$ cat src/hdl/sft_pkg.sv
// Shared types, codes and helpers for the SMT fetch thread arbiter.
// Used by the order and count cells, the top level and the testbench; depends on nothing.
package sft_pkg;

  localparam int MAX_THREADS_DEF = 4;
  localparam int COUNT_BITS_DEF  = 8;
  localparam int OCC_W           = 8;
  localparam int TID_W           = 2;
  localparam int MASK_W          = 4;

  // Command codes carried in s_tuser.
  localparam logic [1:0] FUNC_SELECT = 2'd0;
  localparam logic [1:0] FUNC_REMOVE = 2'd1;
  localparam logic [1:0] FUNC_APPEND = 2'd2;

  // Policy register codes.
  localparam logic [1:0] POL_RR   = 2'd0;
  localparam logic [1:0] POL_IQ   = 2'd1;
  localparam logic [1:0] POL_LSQ  = 2'd2;
  localparam logic [1:0] POL_NONE = 2'd3;

  // Configuration register indexes.
  localparam logic REG_THREAD_COUNT = 1'b0;
  localparam logic REG_POLICY       = 1'b1;

  // Fetch status and cache state codes of thread 0.
  localparam logic [1:0] ST_BLOCKED  = 2'd1;
  localparam logic [1:0] ST_SQUASH   = 2'd2;
  localparam logic [1:0] ST_TRAP     = 2'd3;
  localparam logic [2:0] CS_WAIT_RSP = 3'd1;
  localparam logic [2:0] CS_TLB_WAIT = 3'd2;
  localparam logic [2:0] CS_RETRY    = 3'd3;
  localparam logic [2:0] CS_FAILED   = 3'd4;

  // Stall reason codes.
  localparam logic [3:0] STALL_NONE       = 4'd0;
  localparam logic [3:0] STALL_DRAIN      = 4'd1;
  localparam logic [3:0] STALL_NO_ACTIVE  = 4'd2;
  localparam logic [3:0] STALL_BLOCKED    = 4'd3;
  localparam logic [3:0] STALL_SQUASH     = 4'd4;
  localparam logic [3:0] STALL_ICACHE     = 4'd5;
  localparam logic [3:0] STALL_TLB        = 4'd6;
  localparam logic [3:0] STALL_TRAP       = 4'd7;
  localparam logic [3:0] STALL_RETRY      = 4'd8;
  localparam logic [3:0] STALL_FAILED     = 4'd9;
  localparam logic [3:0] STALL_UNEXPECTED = 4'd10;

  // How the order cells update on an accepted beat.
  typedef enum logic [1:0] {
    UPD_NONE,
    UPD_SHIFT_GRANT,
    UPD_SHIFT,
    UPD_APPEND
  } sft_upd_t;

  // Match key broadcast to every order cell.
  typedef struct packed {
    logic              by_elig;
    logic [TID_W-1:0]  tid;
    logic [MASK_W-1:0] elig;
  } sft_match_t;

  function automatic logic [3:0] classify_stall(input logic [MASK_W-1:0] active,
                                                input logic drain,
                                                input logic [1:0] status,
                                                input logic [2:0] cache);
    logic [3:0] r;
    if (drain)                    r = STALL_DRAIN;
    else if (active == '0)        r = STALL_NO_ACTIVE;
    else if (status == ST_BLOCKED) r = STALL_BLOCKED;
    else if (status == ST_SQUASH) r = STALL_SQUASH;
    else if (cache == CS_WAIT_RSP) r = STALL_ICACHE;
    else if (cache == CS_TLB_WAIT) r = STALL_TLB;
    else if (status == ST_TRAP)   r = STALL_TRAP;
    else if (cache == CS_RETRY)   r = STALL_RETRY;
    else if (cache == CS_FAILED)  r = STALL_FAILED;
    else                          r = STALL_UNEXPECTED;
    return r;
  endfunction

endpackage

$ cat src/hdl/sft_order_cell.sv
// One slot of the round-robin priority order.
// Passes the first-match flag and matched thread to the next slot; uses sft_pkg.
module sft_order_cell #(
  parameter int MAX_THREADS = sft_pkg::MAX_THREADS_DEF,
  parameter int CELL_ID     = 0
) (
  input  logic                                 clk,
  input  logic                                 rst,
  input  logic                                 accept,
  input  sft_pkg::sft_upd_t                    upd,
  input  sft_pkg::sft_match_t                  key,
  input  logic [$clog2(MAX_THREADS+1)-1:0]     length,
  input  logic [sft_pkg::TID_W-1:0]            next_entry,
  input  logic                                 found_in,
  input  logic [sft_pkg::TID_W-1:0]            sel_in,
  output logic                                 found_out,
  output logic [sft_pkg::TID_W-1:0]            sel_out,
  output logic [sft_pkg::TID_W-1:0]            entry
);
  import sft_pkg::*;

  localparam int LEN_W       = $clog2(MAX_THREADS + 1);
  localparam int MaskThreads = (MAX_THREADS < 4) ? MAX_THREADS : 4;

  logic valid;
  logic last;
  logic hit;
  logic found_here;

  assign valid = LEN_W'(CELL_ID) < length;
  assign last  = LEN_W'(CELL_ID + 1) == length;

  // Round robin matches on the eligible bit of the stored thread; the edit
  // commands match on the thread number itself.
  assign hit = valid && (key.by_elig ?
                         (({1'b0, entry} < 3'(MaskThreads)) && key.elig[entry]) :
                         (entry == key.tid));

  assign found_here = found_in || hit;
  assign found_out  = found_here;
  assign sel_out    = found_in ? sel_in : entry;

  always_ff @(posedge clk) begin
    if (rst) begin
      entry <= TID_W'(CELL_ID & 3);
    end else if (accept) begin
      case (upd)
        UPD_SHIFT_GRANT: begin
          if (found_here && valid) entry <= last ? sel_out : next_entry;
        end
        UPD_SHIFT: begin
          if (found_here && valid && !last) entry <= next_entry;
        end
        UPD_APPEND: begin
          if (LEN_W'(CELL_ID) == length) entry <= key.tid;
        end
        default: begin
        end
      endcase
    end
  end

endmodule

$ cat src/hdl/sft_count_cell.sv
// One thread's stage of the lowest-occupancy search chain.
// Hands the best count so far and its thread to the next stage; uses sft_pkg.
module sft_count_cell #(
  parameter int COUNT_W = sft_pkg::COUNT_BITS_DEF,
  parameter int CELL_ID = 0
) (
  input  logic                          cand,
  input  logic [COUNT_W-1:0]            cnt,
  input  logic                          found_in,
  input  logic [COUNT_W-1:0]            best_in,
  input  logic [sft_pkg::TID_W-1:0]     tid_in,
  output logic                          found_out,
  output logic [COUNT_W-1:0]            best_out,
  output logic [sft_pkg::TID_W-1:0]     tid_out
);
  import sft_pkg::*;

  logic take;

  // Strict compare keeps ties with the lower thread further up the chain.
  assign take      = cand && (!found_in || (cnt < best_in));
  assign found_out = found_in || cand;
  assign best_out  = take ? cnt : best_in;
  assign tid_out   = take ? TID_W'(CELL_ID) : tid_in;

endmodule

$ cat src/hdl/smt_fetch_thread_arbiter_core.sv
// SMT fetch thread arbiter: picks the fetching thread or edits the priority order.
// The result of an accepted input beat is registered and shown on m_tdata in the next cycle.
// Throughput: one beat per cycle; s_tready = !m_tvalid || m_tready, set by the
// single output register, and the order cells update in the accepting cycle.
// Reset (rst, synchronous): order holds 0,1,2,... with length zero, thread_count 1,
// policy round robin, no result pending. Uses sft_pkg, sft_order_cell, sft_count_cell.
module smt_fetch_thread_arbiter_core #(
  parameter int MAX_THREADS = sft_pkg::MAX_THREADS_DEF,
  parameter int COUNT_BITS  = sft_pkg::COUNT_BITS_DEF
) (
  input  logic        clk,
  input  logic        rst,
  input  logic        wr_en,
  input  logic        wr_index,
  input  logic [2:0]  wr_data,
  input  logic        s_tvalid,
  output logic        s_tready,
  // s_tdata, low bit up: thread_id[1:0], active_mask[5:2], eligible_mask[9:6],
  // occupancy_0[17:10], occupancy_1[25:18], occupancy_2[33:26],
  // occupancy_3[41:34], drain_first[42], status_first[44:43],
  // cache_state_first[47:45]
  input  logic [47:0] s_tdata,
  // s_tuser: func[1:0]
  input  logic [1:0]  s_tuser,
  output logic        m_tvalid,
  input  logic        m_tready,
  // m_tdata, low bit up: grant_valid[0], grant_thread[2:1], stall_reason[6:3],
  // zero pad[7]
  output logic [7:0]  m_tdata
);
  import sft_pkg::*;

  localparam int LEN_W       = $clog2(MAX_THREADS + 1);
  localparam int MaskThreads = (MAX_THREADS < 4) ? MAX_THREADS : 4;
  localparam int COUNT_W     = (COUNT_BITS < OCC_W) ? COUNT_BITS : OCC_W;

  logic [1:0]        func;
  logic [TID_W-1:0]  thread_id;
  logic [MASK_W-1:0] active_mask;
  logic [MASK_W-1:0] eligible_mask;
  logic [OCC_W-1:0]  occ [4];
  logic              drain_first;
  logic [1:0]        status_first;
  logic [2:0]        cache_state_first;

  assign func              = s_tuser;
  assign thread_id         = s_tdata[1:0];
  assign active_mask       = s_tdata[5:2];
  assign eligible_mask     = s_tdata[9:6];
  assign occ[0]            = s_tdata[17:10];
  assign occ[1]            = s_tdata[25:18];
  assign occ[2]            = s_tdata[33:26];
  assign occ[3]            = s_tdata[41:34];
  assign drain_first       = s_tdata[42];
  assign status_first      = s_tdata[44:43];
  assign cache_state_first = s_tdata[47:45];

  logic [2:0]       thread_count;
  logic [1:0]       policy;
  logic [LEN_W-1:0] order_length;
  logic             accept;
  logic             multi;

  logic             out_grant;
  logic [TID_W-1:0] out_thread;
  logic [3:0]       out_stall;

  assign s_tready = !m_tvalid || m_tready;
  assign accept   = s_tvalid && s_tready;
  assign multi    = thread_count > 3'd1;
  assign m_tdata  = {1'b0, out_stall, out_thread, out_grant};

  always_ff @(posedge clk) begin
    if (rst) begin
      thread_count <= 3'd1;
      policy       <= POL_RR;
    end else if (wr_en) begin
      case (wr_index)
        REG_THREAD_COUNT: thread_count <= wr_data;
        REG_POLICY:       policy       <= wr_data[1:0];
        default: begin
        end
      endcase
    end
  end

  // Priority order chain.
  sft_match_t       key;
  sft_upd_t         upd;
  logic             found [MAX_THREADS+1];
  logic [TID_W-1:0] sel   [MAX_THREADS+1];
  logic [TID_W-1:0] entry [MAX_THREADS];
  logic             append_ok;

  assign key.by_elig = (func == FUNC_SELECT);
  assign key.tid     = thread_id;
  assign key.elig    = eligible_mask;
  assign found[0]    = 1'b0;
  assign sel[0]      = '0;

  for (genvar i = 0; i < MAX_THREADS; i++) begin : g_order
    logic [TID_W-1:0] nxt;
    if (i + 1 < MAX_THREADS) begin : g_mid
      assign nxt = entry[i+1];
    end else begin : g_end
      assign nxt = entry[i];
    end
    sft_order_cell #(
      .MAX_THREADS(MAX_THREADS),
      .CELL_ID    (i)
    ) u_cell (
      .clk       (clk),
      .rst       (rst),
      .accept    (accept),
      .upd       (upd),
      .key       (key),
      .length    (order_length),
      .next_entry(nxt),
      .found_in  (found[i]),
      .sel_in    (sel[i]),
      .found_out (found[i+1]),
      .sel_out   (sel[i+1]),
      .entry     (entry[i])
    );
  end

  assign append_ok = (int'(thread_id) < MAX_THREADS) &&
                     (order_length < LEN_W'(MAX_THREADS)) && !found[MAX_THREADS];

  always_comb begin
    upd = UPD_NONE;
    case (func)
      FUNC_SELECT: if (multi && policy == POL_RR) upd = UPD_SHIFT_GRANT;
      FUNC_REMOVE: upd = UPD_SHIFT;
      FUNC_APPEND: if (append_ok) upd = UPD_APPEND;
      default:     upd = UPD_NONE;
    endcase
  end

  // Lowest-occupancy chain.
  logic               cfound [MaskThreads+1];
  logic [COUNT_W-1:0] cbest  [MaskThreads+1];
  logic [TID_W-1:0]   ctid   [MaskThreads+1];

  assign cfound[0] = 1'b0;
  assign cbest[0]  = '0;
  assign ctid[0]   = '0;

  for (genvar t = 0; t < MaskThreads; t++) begin : g_count
    sft_count_cell #(
      .COUNT_W(COUNT_W),
      .CELL_ID(t)
    ) u_cell (
      .cand     (active_mask[t] && eligible_mask[t]),
      .cnt      (occ[t][COUNT_W-1:0]),
      .found_in (cfound[t]),
      .best_in  (cbest[t]),
      .tid_in   (ctid[t]),
      .found_out(cfound[t+1]),
      .best_out (cbest[t+1]),
      .tid_out  (ctid[t+1])
    );
  end

  // Single-thread pick: the first active thread, if it is eligible.
  logic             st_found;
  logic             st_ok;
  logic [TID_W-1:0] st_tid;

  always_comb begin
    st_found = 1'b0;
    st_ok    = 1'b0;
    st_tid   = '0;
    for (int t = 0; t < MaskThreads; t++) begin
      if (!st_found && active_mask[t]) begin
        st_found = 1'b1;
        st_ok    = eligible_mask[t];
        st_tid   = TID_W'(t);
      end
    end
  end

  logic             res_ok;
  logic [TID_W-1:0] res_tid;
  logic [3:0]       res_stall;

  always_comb begin
    res_ok    = 1'b0;
    res_tid   = '0;
    res_stall = STALL_NONE;
    if (func == FUNC_SELECT) begin
      if (multi) begin
        case (policy)
          POL_RR: begin
            res_ok  = found[MAX_THREADS];
            res_tid = sel[MAX_THREADS];
          end
          POL_IQ, POL_LSQ: begin
            res_ok  = cfound[MaskThreads];
            res_tid = ctid[MaskThreads];
          end
          default: res_ok = 1'b0;
        endcase
      end else begin
        res_ok  = st_ok;
        res_tid = st_tid;
        if (!st_ok) begin
          res_stall = classify_stall(active_mask, drain_first, status_first,
                                     cache_state_first);
        end
      end
    end
  end

  always_ff @(posedge clk) begin
    if (rst) begin
      order_length <= '0;
      m_tvalid     <= 1'b0;
    end else begin
      if (m_tvalid && m_tready) m_tvalid <= 1'b0;
      if (accept) begin
        m_tvalid <= 1'b1;
        if (func == FUNC_REMOVE && found[MAX_THREADS]) begin
          order_length <= order_length - LEN_W'(1);
        end else if (func == FUNC_APPEND && append_ok) begin
          order_length <= order_length + LEN_W'(1);
        end
      end
    end
  end

  always_ff @(posedge clk) begin
    if (accept) begin
      out_grant  <= res_ok;
      out_thread <= res_ok ? res_tid : '0;
      out_stall  <= res_stall;
    end
  end

`ifndef NO_ASSERTIONS
  a_len_bound: assert property (@(posedge clk) disable iff (rst)
    order_length <= LEN_W'(MAX_THREADS))
    else $error("order length beyond thread limit");

  a_grant_no_stall: assert property (@(posedge clk) disable iff (rst)
    m_tvalid && out_grant |-> out_stall == STALL_NONE)
    else $error("grant reported together with a stall reason");

  a_edit_no_grant: assert property (@(posedge clk) disable iff (rst)
    accept && func != FUNC_SELECT |=> m_tvalid && !out_grant && out_stall == STALL_NONE)
    else $error("edit command produced a grant or stall");

  a_remove_len: assert property (@(posedge clk) disable iff (rst)
    accept && func == FUNC_REMOVE && found[MAX_THREADS] |=>
      order_length == $past(order_length) - LEN_W'(1))
    else $error("remove of a listed thread did not shorten the order");
`endif

endmodule

$ cat config.mk
export PLATFORM = sky130hd
export DESIGN_NAME = smt_fetch_thread_arbiter_core
export DESIGN_NICKNAME = d
export VERILOG_FILES = /design/src/hdl/sft_pkg.sv /design/src/hdl/sft_order_cell.sv /design/src/hdl/sft_count_cell.sv /design/src/hdl/smt_fetch_thread_arbiter_core.sv
export SDC_FILE = /design/constraint.sdc
export NUM_CORES = 1
export LEC_CHECK = 0
export ABC_AREA = 0
export BUFFER_PORTS_ARGS = -buffer_cell sky130_fd_sc_hd__buf_2
export CAP_MARGIN = 30
export CORE_MARGIN = 5
export CORE_UTILIZATION = 57
export DETAILED_ROUTE_END_ITERATION = 7
export GPL_TIMING_DRIVEN = 0
export PLACE_DENSITY_LB_ADDON = 0.15
export SYNTH_ARGS = -nofsm -noshare
export SYNTH_HDL_FRONTEND = slang
export SYNTH_HIERARCHICAL = 1
export SYNTH_SLANG_ARGS = --single-unit
$ cat constraint.sdc
create_clock -name clk -period 10.18 [get_ports clk]
set_clock_uncertainty 0.15 [all_clocks]
set_input_delay 1.018 -clock clk [delete_from_list [all_inputs] [get_ports clk]]
set_output_delay 1.018 -clock clk [all_outputs]
set_load 0.05 [all_outputs]
### Word level (Yosys, flattened, before mapping)

Cells that the tools add are included.

* register bits after elaboration: 24
* input bits: 59
* output and inout port bits: 10
* word-level logic and storage cells: 206

* add/sub/neg operators: 2
* magnitude comparators: 13
* eq/ne operators: 35
* mux-type cells: 71
* bitwise operators: 2
* reduce and logical (&&, ||, !) cells: 69

Operator list (number)
* $mux 2: 28
* $logic_and 1x1->1: 27
* $lt 8x8->1: 3
* $mux 8: 3
* $ne 2x1->1 const B: 12
* $pmux 2 s3: 4
* $mux 1: 23
* $mux 3: 6
* $reduce_and 5->1: 3
* $eq 2x2->1 const B: 6
* $lt 2x3->1 const B: 4
* $logic_not 1->1: 11
* $logic_or 1x1->1: 10
* $reduce_or 10->1: 1
* $bmux 1 s2: 4
* $eq 2x1->1 const B: 4
* $eq 2x2->1: 4
* $pmux 2 s2: 2
* $reduce_and 2->1: 4
* $eq 2x3->1 const A: 2
* $eq 3x2->1 const B: 2
* $lt 1x3->1 const A: 2
* $lt 2x3->1 const A: 2
* $reduce_and 6->1: 1
* 20 further kinds: 24

### Depth between registers and ports, before layout

Gate-level depths: netlist (run 1).

* depth after elaboration: 16
* gate-level depth with buffers: 31
* mapped depth without buffers: 31

### Cells and area by module

Netlist (run 1), hierarchy kept.

Modules (own cells, without submodules)
* smt_fetch_thread_arbiter_core: instances 1, cells each 111, area each 943.4 um^2
* sft_count_cell at g_count[1].u_cell ...: instances 2, cells each 38, area each 309.0 um^2
* sft_order_cell at g_order[0].u_cell: instances 1, cells each 40, area each 336.6 um^2
* sft_order_cell at g_order[2].u_cell: instances 1, cells each 38, area each 321.6 um^2
* sft_order_cell at g_order[3].u_cell: instances 1, cells each 38, area each 316.6 um^2
* sft_order_cell at g_order[1].u_cell: instances 1, cells each 37, area each 312.8 um^2
* sft_count_cell at g_count[0].u_cell: instances 1, cells each 39, area each 310.3 um^2
* sft_count_cell at g_count[3].u_cell: instances 1, cells each 37, area each 307.8 um^2

### Least setup slack after synthesis (run 1)

No wires, ideal clock.

* path type: in2reg
* start point: input s_tdata[15]
* end point: register out_thread[0] (data pin)
* arrival: 7128 ps
* slack: 2749 ps
* stages on the path: 30
* cell sequence: ha_1 -> a211oi_1 -> nor2_1 -> or3_1 -> o22ai_4 -> mux2_2 -> inv_1 -> ha_1 -> a211oi_1 -> nor2_1 -> or3_1 -> o22ai_4 -> mux2_2 -> inv_1 -> ha_1 -> a211oi_1 -> nor2_1 -> or3_1 -> o22ai_4 -> mux2_2 -> inv_1 -> ha_1 -> a211oi_1 -> nor2_1 -> or3_1 -> o22ai_4 -> or2_2 -> a22oi_1 -> or3_1 -> a21oi_1

RTL lines
* start: declaration: RTL line smt_fetch_thread_arbiter_core.sv:22 `input logic [47:0] s_tdata,`
* end signal: assignment: RTL line smt_fetch_thread_arbiter_core.sv:235 `out_thread <= res_ok ? res_tid : '0;`
* end: declaration: RTL line smt_fetch_thread_arbiter_core.sv:65 `logic [TID_W-1:0] out_thread;`

==> results of run 1 <==
-- worst min-delay path: cells and delay by family, from the launching register on --
family          cells  cell delay (ns)
simple gates        1             0.05
compound gates      1             0.05
flops               1             0.33
-- path summary, 6_finish.rpt --
check | start | end | slack [ns] | cells past startpoint
worst min-delay path | thread_count[2] | thread_count[2] | 0.32 | 2
worst max-delay path | s_tdata[15] | out_thread[0] | 2.61 | 31
worst min register to register | thread_count[2] | thread_count[2] | 0.32 | 2
worst max register to register | order_length[2] | g_order[2].u_cell/entry[0] | 5.87 | 14
-- area by class of cell --
class / instances / area, um2
multi-input cells: 353 / 2701
fillers: 518 / 1872
flip-flops and latches: 23 / 530.5
repair buffers: 70 / 361.6
inverters: 51 / 191.4
well taps: 75 / 93.84
plain buffers: 7 / 51.30
clock buffers: 3 / 41.29
clock inverters: 1 / 7.507
-- through the flow --
step | area [um2] | cells | setup slack, ns | power [uW] | util (%)
6_report | 3979 | 583 | 2.613 | 317.1 | 68.01
5_1_grt | 3979 | 583 | 2.187 | 342.4 | 68.01
4_1_cts | 3979 | 583 | 2.587 | 317.9 | 68.01
3_5_place_dp | 3930 | 579 | 2.321 | 254.7 | 67.17
3_3_place_gp | 3904 | 576 | 2.423 | 247.8 | 66.72
2_1_floorplan | 3475 | 434 | 2.939 | 212.1 | -
-- per-layer routing --
layer / GRT usage, % / part of all wire, %
met1: 29.25 / 48
met2: 36.99 / 47
met3: 3.122 / 4.6
met4: 4.816 / 1.2
met5: 0 / 0
-- layout by cell type (no fill, tap or decap), types with 7 or more instances in the layout --
cell,instances
mux2_2,32
or2_2,15
nor3_1,12
nand2_1,17
conb_1,27
o21ai_0,16
inv_1,51
mux2i_1,22
a21oi_1,20
nand2b_1,16
or3_1,8
ha_1,30
edfxtp_1,7
xor2_1,9
dfxtp_1,16
nor2_1,29
buf_2,69
-- registers in the layout, summed over array words and instances, names as in the netlist --
name and count:
out_grant 1, policy 2, m_tvalid 1, out_stall 4, order_length 3, thread_count 2
out_thread 2, g_order.u_cell/entry 8
-- power by group --
part / leakage, uW / internal [uW] / switching (uW) / total [uW]
clock: 0.0000217 / 27.8 / 35.9 / 63.8
sequential: 0.000200 / 97.9 / 4.11 / 102
combinational: 0.00156 / 69.6 / 81.7 / 151
total: 0.00178 / 195 / 122 / 317
==> impl_summary.log, run 1 <==
[metrics] via count of the first global-routing pass: 3196
[metrics] arrival time of data at the critical path endpoint: 7.54 ns
[metrics] detailed placement HPWL: 6.445 mm
[metrics] number of inserted diodes: 0
[metrics] final number of setup-violating endpoints: 0
[metrics] setup repair after global routing missed its margin: false
[metrics] drt first pass iters: 4
[metrics] total global routing overflow: 0
[metrics] buffers and inverters on the worst path: 4
[metrics] Post-layout nets: 599
[metrics] total global routing track utilization: 21.82%
[metrics] Top Family by Delay on Critical Path: simple AND/OR/NAND/NOR gates
[metrics] WHS: 0.3238 ns
[metrics] total count of max-transition violations in the final report: 0
[metrics] highest cell delay on the worst timing path: 0.40 ns
[metrics] most common cell type on the critical path: or3_1
[metrics] number of ports placed on the die boundary: 69
[metrics] share of post-route cells with drive strength above 1: 29.33%
[metrics] PortBufs: 67
[metrics] crit-path max FO: 10
[metrics] DRC violation count after routing: 0
[metrics] Resized Gates After CTS: 0
[metrics] maximum number of pins on one net before global-route repair: 22
[metrics] via count: between 3000 and 4000
[metrics] worst rel slew slack: 35.79%
[metrics] clock tree root driver cell: clkbuf_8
[metrics] Max stage delay cell, worst path: mux2_2
[metrics] TritonCTS clock tree: built
[metrics] Tcrit/Tclk final: 74.33%
[metrics] CTS H-tree lvls: 1
[metrics] max-cap violations: 0
[metrics] Die Wd: 86.97 um
[metrics] HP Class: register to register
[metrics] wire length per cell after detailed routing: approximately 13 um
[metrics] slew at the pin with the worst max-slew slack: 0.9596 ns
[metrics] via/cell ratio: 5.424
[metrics] leakage dissipation: 0.001782 uW
[metrics] Critical Path Source Type: primary input
[metrics] layout-stage area growth over the synthesis result: 17.82%
[metrics] initial cell density of the core: 57.72%
[metrics] first-pass GRT wire length: between 10 and 15 mm
[metrics] clock net sink count: 23
[metrics] antenna violations before repair: 0
[metrics] power density relative to cell area: 79.69 nW/um2
[metrics] average footprint of a synthesized cell: between 8 and 9 um2
[metrics] crit path time final: around 7.6 ns
[metrics] overall routed net length: 7.823 mm
[metrics] Core Footprint: ~6000 um2
[metrics] run status: finished, final reports clean
[metrics] peak ir drop on the vdd network: around 81 uV
[metrics] row count: 28
[metrics] count of yosys warnings during synthesis: 6
[metrics] Final ANT Viol Nets: 0
[metrics] Worst-Skew Late Latency: 0.28 ns
[metrics] Die ar.: 7564 um2
[metrics] Reg clk slew, reported paths: about 0.09 ns
[metrics] element type at the critical path end: register
[metrics] last weighted congestion value of the routability-driven placer: just over 0.8
[metrics] TritonCTS Buffers: 3
[metrics] post-synthesis instance area: roughly 3400 um2
[metrics] aggregate negative setup slack: 0 ns
[metrics] kind of critical path: primary input to register
[metrics] number of buffers added for setup after CTS: 0
[metrics] hold buffer count at cts: 0
[metrics] Syn Inst Count: slightly above 400
[metrics] initial drt markers: 113
[metrics] Vert. Die Dim: between 80 and 90 um
[metrics] Fin. Hold Viols: 0
[metrics] CTS Buffer Depth: 2
[metrics] worst endpoint required time: 10.15 ns
[metrics] maximum frequency from static timing analysis: 0.1321 GHz
(Power assumes the default switching activity.)
==> run 2: changes to the inputs <==
ABC_AREA = 1   (was 0)
CORE_UTILIZATION = 52   (was 57)
clock period = 6.85 ns   (was 10.18 ns; I/O delays follow)
==> impl_summary.log, run 2 <==
[metrics] largest registers ranked by flip-flop count: g_order.u_cell/entry: 8 flops, out_stall: 4 flops, order_length: 3 flops
[metrics] path depth of the worst reg2reg path: 24 (+10)
[metrics] part of the power in registers: 30.7% (-1.5 points)
[metrics] highest cell delay on the worst timing path: 0.30 ns (-0.10 ns)
[metrics] number of ports placed on the die boundary: 69 (unchanged)
[metrics] switching part of the total: 43.03% (+4.6 points)
[metrics] slew at the pin with the worst max-slew slack: 0.8909 ns (-0.06876 ns)
[metrics] Resized Gates After CTS: 0 (unchanged)
[metrics] first-pass GRT wire length: 15.19 mm (+11%)
[metrics] net switching power of the design: 214.1 uW (+76%)
[metrics] hold buffer count at cts: 0 (unchanged)
[metrics] CTS Buffer Depth: 2 (unchanged)
[metrics] proportion of power drawn by the clock network: 17.4% (-2.7 points)
[metrics] wire length per cell after detailed routing: 10.77 um (-20%)
[metrics] initial cell density of the core: 53.30% (-4.4 points)
[metrics] PortBufs: 67 (unchanged)
[metrics] Die Wd: 93.22 um (+7.2%)
[metrics] CTS H-tree lvls: 1 (unchanged)
[metrics] maximum frequency from static timing analysis: just under 0.2 GHz
[metrics] total global routing overflow: 0 (unchanged)
[metrics] number of inserted diodes: 0 (unchanged)
[metrics] Syn Inst Count: 638 (+56%)
[metrics] most common cell after layout, fill and taps aside: nand2_1
[metrics] max-cap violations: 0 (unchanged)
[metrics] worst r2r src: order_length[2]
[metrics] Cell Count Post-Placement: 810 (+40%)
[metrics] crit path time final: 5.061 ns
[metrics] TritonCTS Buffers: 3 (unchanged)
[metrics] kind of critical path: primary input to register
[metrics] Largest register FFs: 8 (unchanged)
[metrics] register with the highest flop count: g_order.u_cell/entry
[metrics] Max stage delay cell, worst path: ha_1
[metrics] combinational cell fraction of total power: 51.9% (+4.2 points)
[metrics] count of yosys warnings during synthesis: 6 (unchanged)
[metrics] Reg-to-Reg End: g_order[0].u_cell/entry[0]
[metrics] Vert. Die Dim: 93.22 um (+7.2%)
[metrics] number of buffers added for setup after CTS: 0 (unchanged)
[metrics] arrival time of data at the critical path endpoint: 4.93 ns (-2.61 ns)
[metrics] element type at the critical path end: register
[metrics] maximum number of pins on one net before global-route repair: 24 (+9.1%)
[metrics] leading cell types in the layout, fill and taps excluded: nand2_1, inv_1, buf_2
[metrics] row count: 30 (+7.1%)
[metrics] via count of the first global-routing pass: 3566 (+12%)
[metrics] last weighted congestion value of the routability-driven placer: 0.8715 (+5.3%)
[metrics] antenna violations before repair: 0 (unchanged)
[metrics] worst endpoint required time: 6.72 ns (-3.43 ns)
[metrics] TritonCTS clock tree: built
[metrics] count of non-filler cells in the finished layout: 814 (+40%)
[metrics] # fillers: 680 (+31%)
[metrics] leakage dissipation: 0.002526 uW (+42%)
[metrics] Worst-Skew Late Latency: 0.26 ns (-0.02 ns)
[metrics] Critical Path Source Type: primary input
[metrics] worst rel slew slack: 40.25% (+4.5 points)
[metrics] most common cell type on the critical path: nand2_1
[metrics] Core Footprint: 6756 um2 (+15%)
[metrics] post-synthesis instance area: 3601 um2 (+6.6%)
[metrics] Reg clk slew, reported paths: 0.09 ns (about the same)
[metrics] initial drt markers: 297 (+160%)
[metrics] Final ANT Viol Nets: 0 (unchanged)
[metrics] startpoint of the most critical hold path: policy[0]
[metrics] clock net sink count: 23 (unchanged)
[metrics] total global routing track utilization: 20.62% (-1.2 points)
[metrics] Tcrit/Tclk final: 73.89%
[metrics] drt first pass iters: 7 (+3)
[metrics] clock tree root driver cell: clkbuf_8
[metrics] peak ir drop on the vdd network: 63.81 uV (-21%)
[metrics] buffers and inverters on the worst path: 7 (+3)
[metrics] via count: 3952 (+25%)
[metrics] share of post-route cells with drive strength above 1: 17.85% (-11 points)
[metrics] HP Class: register to register
[metrics] end point of the critical path: out_thread[1]
[metrics] Power Internal: 283.5 uW (+45%)
[metrics] Worst path depth: 38 (+23%)
[metrics] DRC violation count after routing: 0 (unchanged)
[metrics] via/cell ratio: 4.855 (-10%)
[metrics] Fin. Hold Viols: 0 (unchanged)
[metrics] average footprint of a synthesized cell: 5.644 um2 (-32%)
[metrics] overall routed net length: 8.764 mm (+12%)
[metrics] Die ar.: 8689 um2 (+15%)
[metrics] post-layout util: 61.87% (-6.1 points)
[metrics] register-to-register setup slack: 3.46 ns (-2.41 ns)
[metrics] total count of max-transition violations in the final report: 0 (unchanged)
[metrics] crit-path max FO: 10 (unchanged)
[metrics] final number of setup-violating endpoints: 0 (unchanged)
[metrics] setup repair after global routing missed its margin: false
[metrics] power density relative to cell area: 119.1 nW/um2 (+49%)
[metrics] aggregate negative setup slack: 0 ns (unchanged)
[metrics] layout-stage area growth over the synthesis result: 16.09%
[metrics] run status: finished, final reports clean
[metrics] Top Family by Delay on Critical Path: simple AND/OR/NAND/NOR gates
[metrics] detailed placement HPWL: 7.198 mm (+12%)
[metrics] Critical Path Source: s_tdata[6]
[metrics] Post-layout nets: 825 (+38%)
## run 2: stage by stage
stage | power (uW) | instance area [um2] | setup WS, ns | hold slack, ns
global placement | 402.7 | 4130 | 1.608 | 0.3229
CTS | 498.8 | 4180 | 1.798 | 0.3458
detailed placement | 411.7 | 4135 | 1.536 | 0.3303
global route | 546.7 | 4180 | 1.369 | 0.3800
floorplan | 344.7 | 3695 | 2.303 | 0.3007
finish | 497.7 | 4180 | 1.789 | 0.3400
## run 2: worst min-delay path by stage
stage,cells after the start,endpoint,slack (ns)
after floorplan,2,policy[1],0.30
after global placement,2,policy[1],0.32
after detailed placement,2,policy[0],0.33
after CTS,2,policy[0],0.35
after global routing,2,policy[0],0.38
final,2,policy[0],0.34
## run 2: routing by layer
layer	GRT usage, %	routed length [um]	up-vias
met5	0	0	-
met4	1.954	8	0
met3	3.298	514	2
met2	34.43	3860	96
met1	28.96	4381	1715
li1	-	-	2139
## run 2: area by class of cell
type	instances	area (um2)	share of cell area [%]
Sequential cell	23	530.5	12.69
Timing Repair Buffer	67	335.3	8.022
Buffer	7	52.55	1.257
Clock buffer	4	45.04	1.078
Multi-Input combinational cell	490	2580	61.72
Inverter	143	536.8	12.84
Tap cell	80	100.1	2.394
## run 2: tightest hold or removal path, stage by stage (launching register included)
cell and delay (ns):
dfxtp_1 0.32, inv_1 0.07, a21oi_1 0.06
## run 2: power groups by stage
stage          combinational (uW)  clock, uW  sequential, uW
4_1_cts                       257       88.8             153
5_1_grt                       299       93.5             154
3_3_place_gp                  247          0             156
2_1_floorplan                 181          0             163
3_5_place_dp                  256          0             156
6_report                      258       86.7             153
==> run 3: changes to the inputs <==
clock period = 4.1 ns   (was 6.85 ns; I/O delays follow)
==> impl_summary.log, run 3 (synthesis gave the netlist of run 2 again) <==
[metrics] detailed placement HPWL: 7.449 mm (+3.5%)
[metrics] Vert. Die Dim: 93.22 um (unchanged)
[metrics] element type at the critical path end: register
[metrics] initial drt markers: 275 (-7.4%)
[metrics] hold buffer count at cts: 0 (unchanged)
[metrics] antenna violations before repair: 0 (unchanged)
[metrics] DRT met1 WL: 4.453 mm (+1.6%)
[metrics] highest cell delay on the worst timing path: 0.27 ns (-0.03 ns)
[metrics] # fillers: 522 (-23%)
[metrics] clock net sink count: 23 (unchanged)
[metrics] Fin. Hold Viols: 0 (unchanged)
[metrics] path depth of the worst reg2reg path: 24 (unchanged)
[metrics] Worst-Skew Late Latency: 0.27 ns (about the same)
[metrics] DRC violation count after routing: 0 (unchanged)
[metrics] leading cell types in the layout, fill and taps excluded: nand2_1, inv_1, buf_2
[metrics] TritonCTS clock tree: built
[metrics] buffers and inverters on the worst path: 6 (-1)
[metrics] wire length per cell after detailed routing: 13.61 um (+26%)
[metrics] Die Wd: 93.22 um (unchanged)
[metrics] crit-path max FO: 6 (-4)
[metrics] CTS Buffer Depth: 2 (unchanged)
[metrics] slew at the pin with the worst max-slew slack: 0.9163 ns (+0.02546 ns)
[metrics] via/cell ratio: 5.319 (+9.6%)
[metrics] Die ar.: 8689 um2 (unchanged)
[metrics] number of ports placed on the die boundary: 69 (unchanged)
[metrics] initial cell density of the core: 53.30% (unchanged)
[metrics] arrival time of data at the critical path endpoint: 4.19 ns (-0.74 ns)
[metrics] clock tree root driver cell: clkbuf_8
[metrics] worst r2r src: order_length[2]
[metrics] peak ir drop on the vdd network: 112.2 uV (+76%)
[metrics] TritonCTS Buffers: 3 (unchanged)
[metrics] first-pass GRT wire length: 16.67 mm (+9.8%)
[metrics] worst endpoint required time: 3.99 ns (-2.73 ns)
[metrics] HP Class: primary input to register
[metrics] PortBufs: 67 (unchanged)
[metrics] maximum number of pins on one net before global-route repair: 24 (unchanged)
[metrics] Largest register FFs: 8 (unchanged)
[metrics] most common cell after layout, fill and taps aside: nand2_1
[metrics] Reg-to-Reg End: g_order[0].u_cell/entry[0]
[metrics] Reg clk slew, reported paths: 0.09 ns (about the same)
[metrics] power density relative to cell area: 206.3 nW/um2 (+73%)
[metrics] startpoint of the most critical hold path: wr_data[2]
[metrics] Tcrit/Tclk final: 105.0%
[metrics] layout-stage area growth over the synthesis result: 35.96%
[metrics] crit path setup slack, layout: -0.2032 ns (-1.992 ns)
[metrics] via count: 4489 (+14%)
[metrics] number of inserted diodes: 0 (unchanged)
[metrics] Core Footprint: 6756 um2 (unchanged)
[metrics] Critical Path Source Type: primary input
[metrics] topmost layer with routed signal wires: met4
[metrics] row count: 30 (unchanged)
[metrics] violations in the final reports: setup timing
[metrics] final number of setup-violating endpoints: 2 (+2)
[metrics] setup repair after global routing missed its margin: true
[metrics] most common cell type on the critical path: nand2_2
[metrics] Top Family by Delay on Critical Path: simple AND/OR/NAND/NOR gates
[metrics] leakage dissipation: 0.002703 uW (+7.0%)
[metrics] share of post-route cells with drive strength above 1: 32.33% (+14 points)
[metrics] Max stage delay cell, worst path: ha_4
[metrics] Tot Pwr: 1010 uW (+100%)
[metrics] total count of max-transition violations in the final report: 0 (unchanged)
[metrics] via count of the first global-routing pass: 3950 (+11%)
[metrics] register with the highest flop count: g_order.u_cell/entry
[metrics] Post-layout nets: 855 (+3.6%)
[metrics] worst hold path cell count: 3 (+1)
[metrics] CTS H-tree lvls: 1 (unchanged)
[metrics] kind of critical path: primary input to register
[metrics] met2 WL: 5.854 mm (+52%)
[metrics] overall routed net length: 11.49 mm (+31%)
[metrics] aggregate negative setup slack: -0.3520 ns (-0.3520 ns)
[metrics] run status: finished with violations
[metrics] register-to-register setup slack: 0.73 ns (-2.73 ns)
[metrics] last weighted congestion value of the routability-driven placer: 0.9242 (+6.0%)
[metrics] drt first pass iters: 5 (-2)
[metrics] worst rel slew slack: 38.39% (-1.9 points)
[metrics] max-cap violations: 0 (unchanged)
[metrics] crit path time final: around 4.3 ns
[metrics] detailed route wirelength on metal3: 707 um (+38%)
[metrics] total global routing overflow: 0 (unchanged)
[metrics] hold-critical path endpoint: thread_count[2]
[metrics] largest registers ranked by flip-flop count: g_order.u_cell/entry: 8 flops, out_stall: 4 flops, order_length: 3 flops
[metrics] Final ANT Viol Nets: 0 (unchanged)
[metrics] maximum frequency from static timing analysis: 0.2324 GHz
[metrics] total global routing track utilization: 23.08% (+2.5 points)
[run 3: power by group]
part / leakage (uW) / switching [uW] / internal, uW
Combinational: 0.00248 / 363 / 240
Clock: 0.0000255 / 83.6 / 68.1
Sequential: 0.000202 / 9.68 / 245
Total: 0.00270 / 456 / 554
[run 3: routing by layer]
metal / track usage (%) / vias up
met5: 0 / -
met2: 43.25 / 196
met3: 2.574 / 52
li1: - / 2209
met1: 26.74 / 2032
met4: 8.425 / 0
[run 3: stage by stage]
step / setup WS (ns) / std cells / instance area, um2 / hold slack (ns) / utilization, %
2_1_floorplan: -0.03557 / 663 / 3735 / 0.3007 / -
6_report: -0.2032 / 844 / 4896 / 0.2050 / 72.46
3_5_place_dp: -0.6861 / 811 / 4178 / 0.3293 / 61.83
4_1_cts: 0.001014 / 831 / 4409 / 0.2019 / 65.26
3_3_place_gp: -0.6038 / 810 / 4170 / 0.3184 / 61.72
5_1_grt: -0.4189 / 844 / 4896 / 0.2396 / 72.46
[run 3: worst max path at each step]
stage | from | to | slack (ns) | cells past startpoint
floorplan | s_tdata[2] | out_thread[1] | -0.04 | 34
global placement | s_tdata[6] | out_thread[1] | -0.60 | 41
detailed placement | s_tdata[6] | out_thread[1] | -0.69 | 38
CTS | s_tdata[2] | out_thread[1] | 0.001 | 37
global route | s_tdata[6] | out_thread[1] | -0.42 | 40
finish | s_tdata[6] | out_thread[1] | -0.20 | 35
[run 3: final cells by class]
type	instances	area (um2)	share of cell area, %
flip-flops and latches	23	530.5	10.84
inverters	143	549.3	11.22
plain buffers	6	47.55	0.9711
multi-input cells	494	3047	62.23
repair buffers	94	575.6	11.76
clock buffers	3	41.29	0.8433
clock inverters	1	5.005	0.1022
well taps	80	100.1	2.044
[run 3: tightest hold or removal path, stage by stage]
cell	delay, ns
buf_2	0.08
nor2_1	0.03
nor2_1	0.08
[run 3: what timing repair did]
action	CTS	global route
gates cloned	4	0
hold endpoints to repair	0	0
gates resized for setup	16	93
pin swaps	19	41
buffers inserted	13	13
endpoints found under the setup margin	2	2
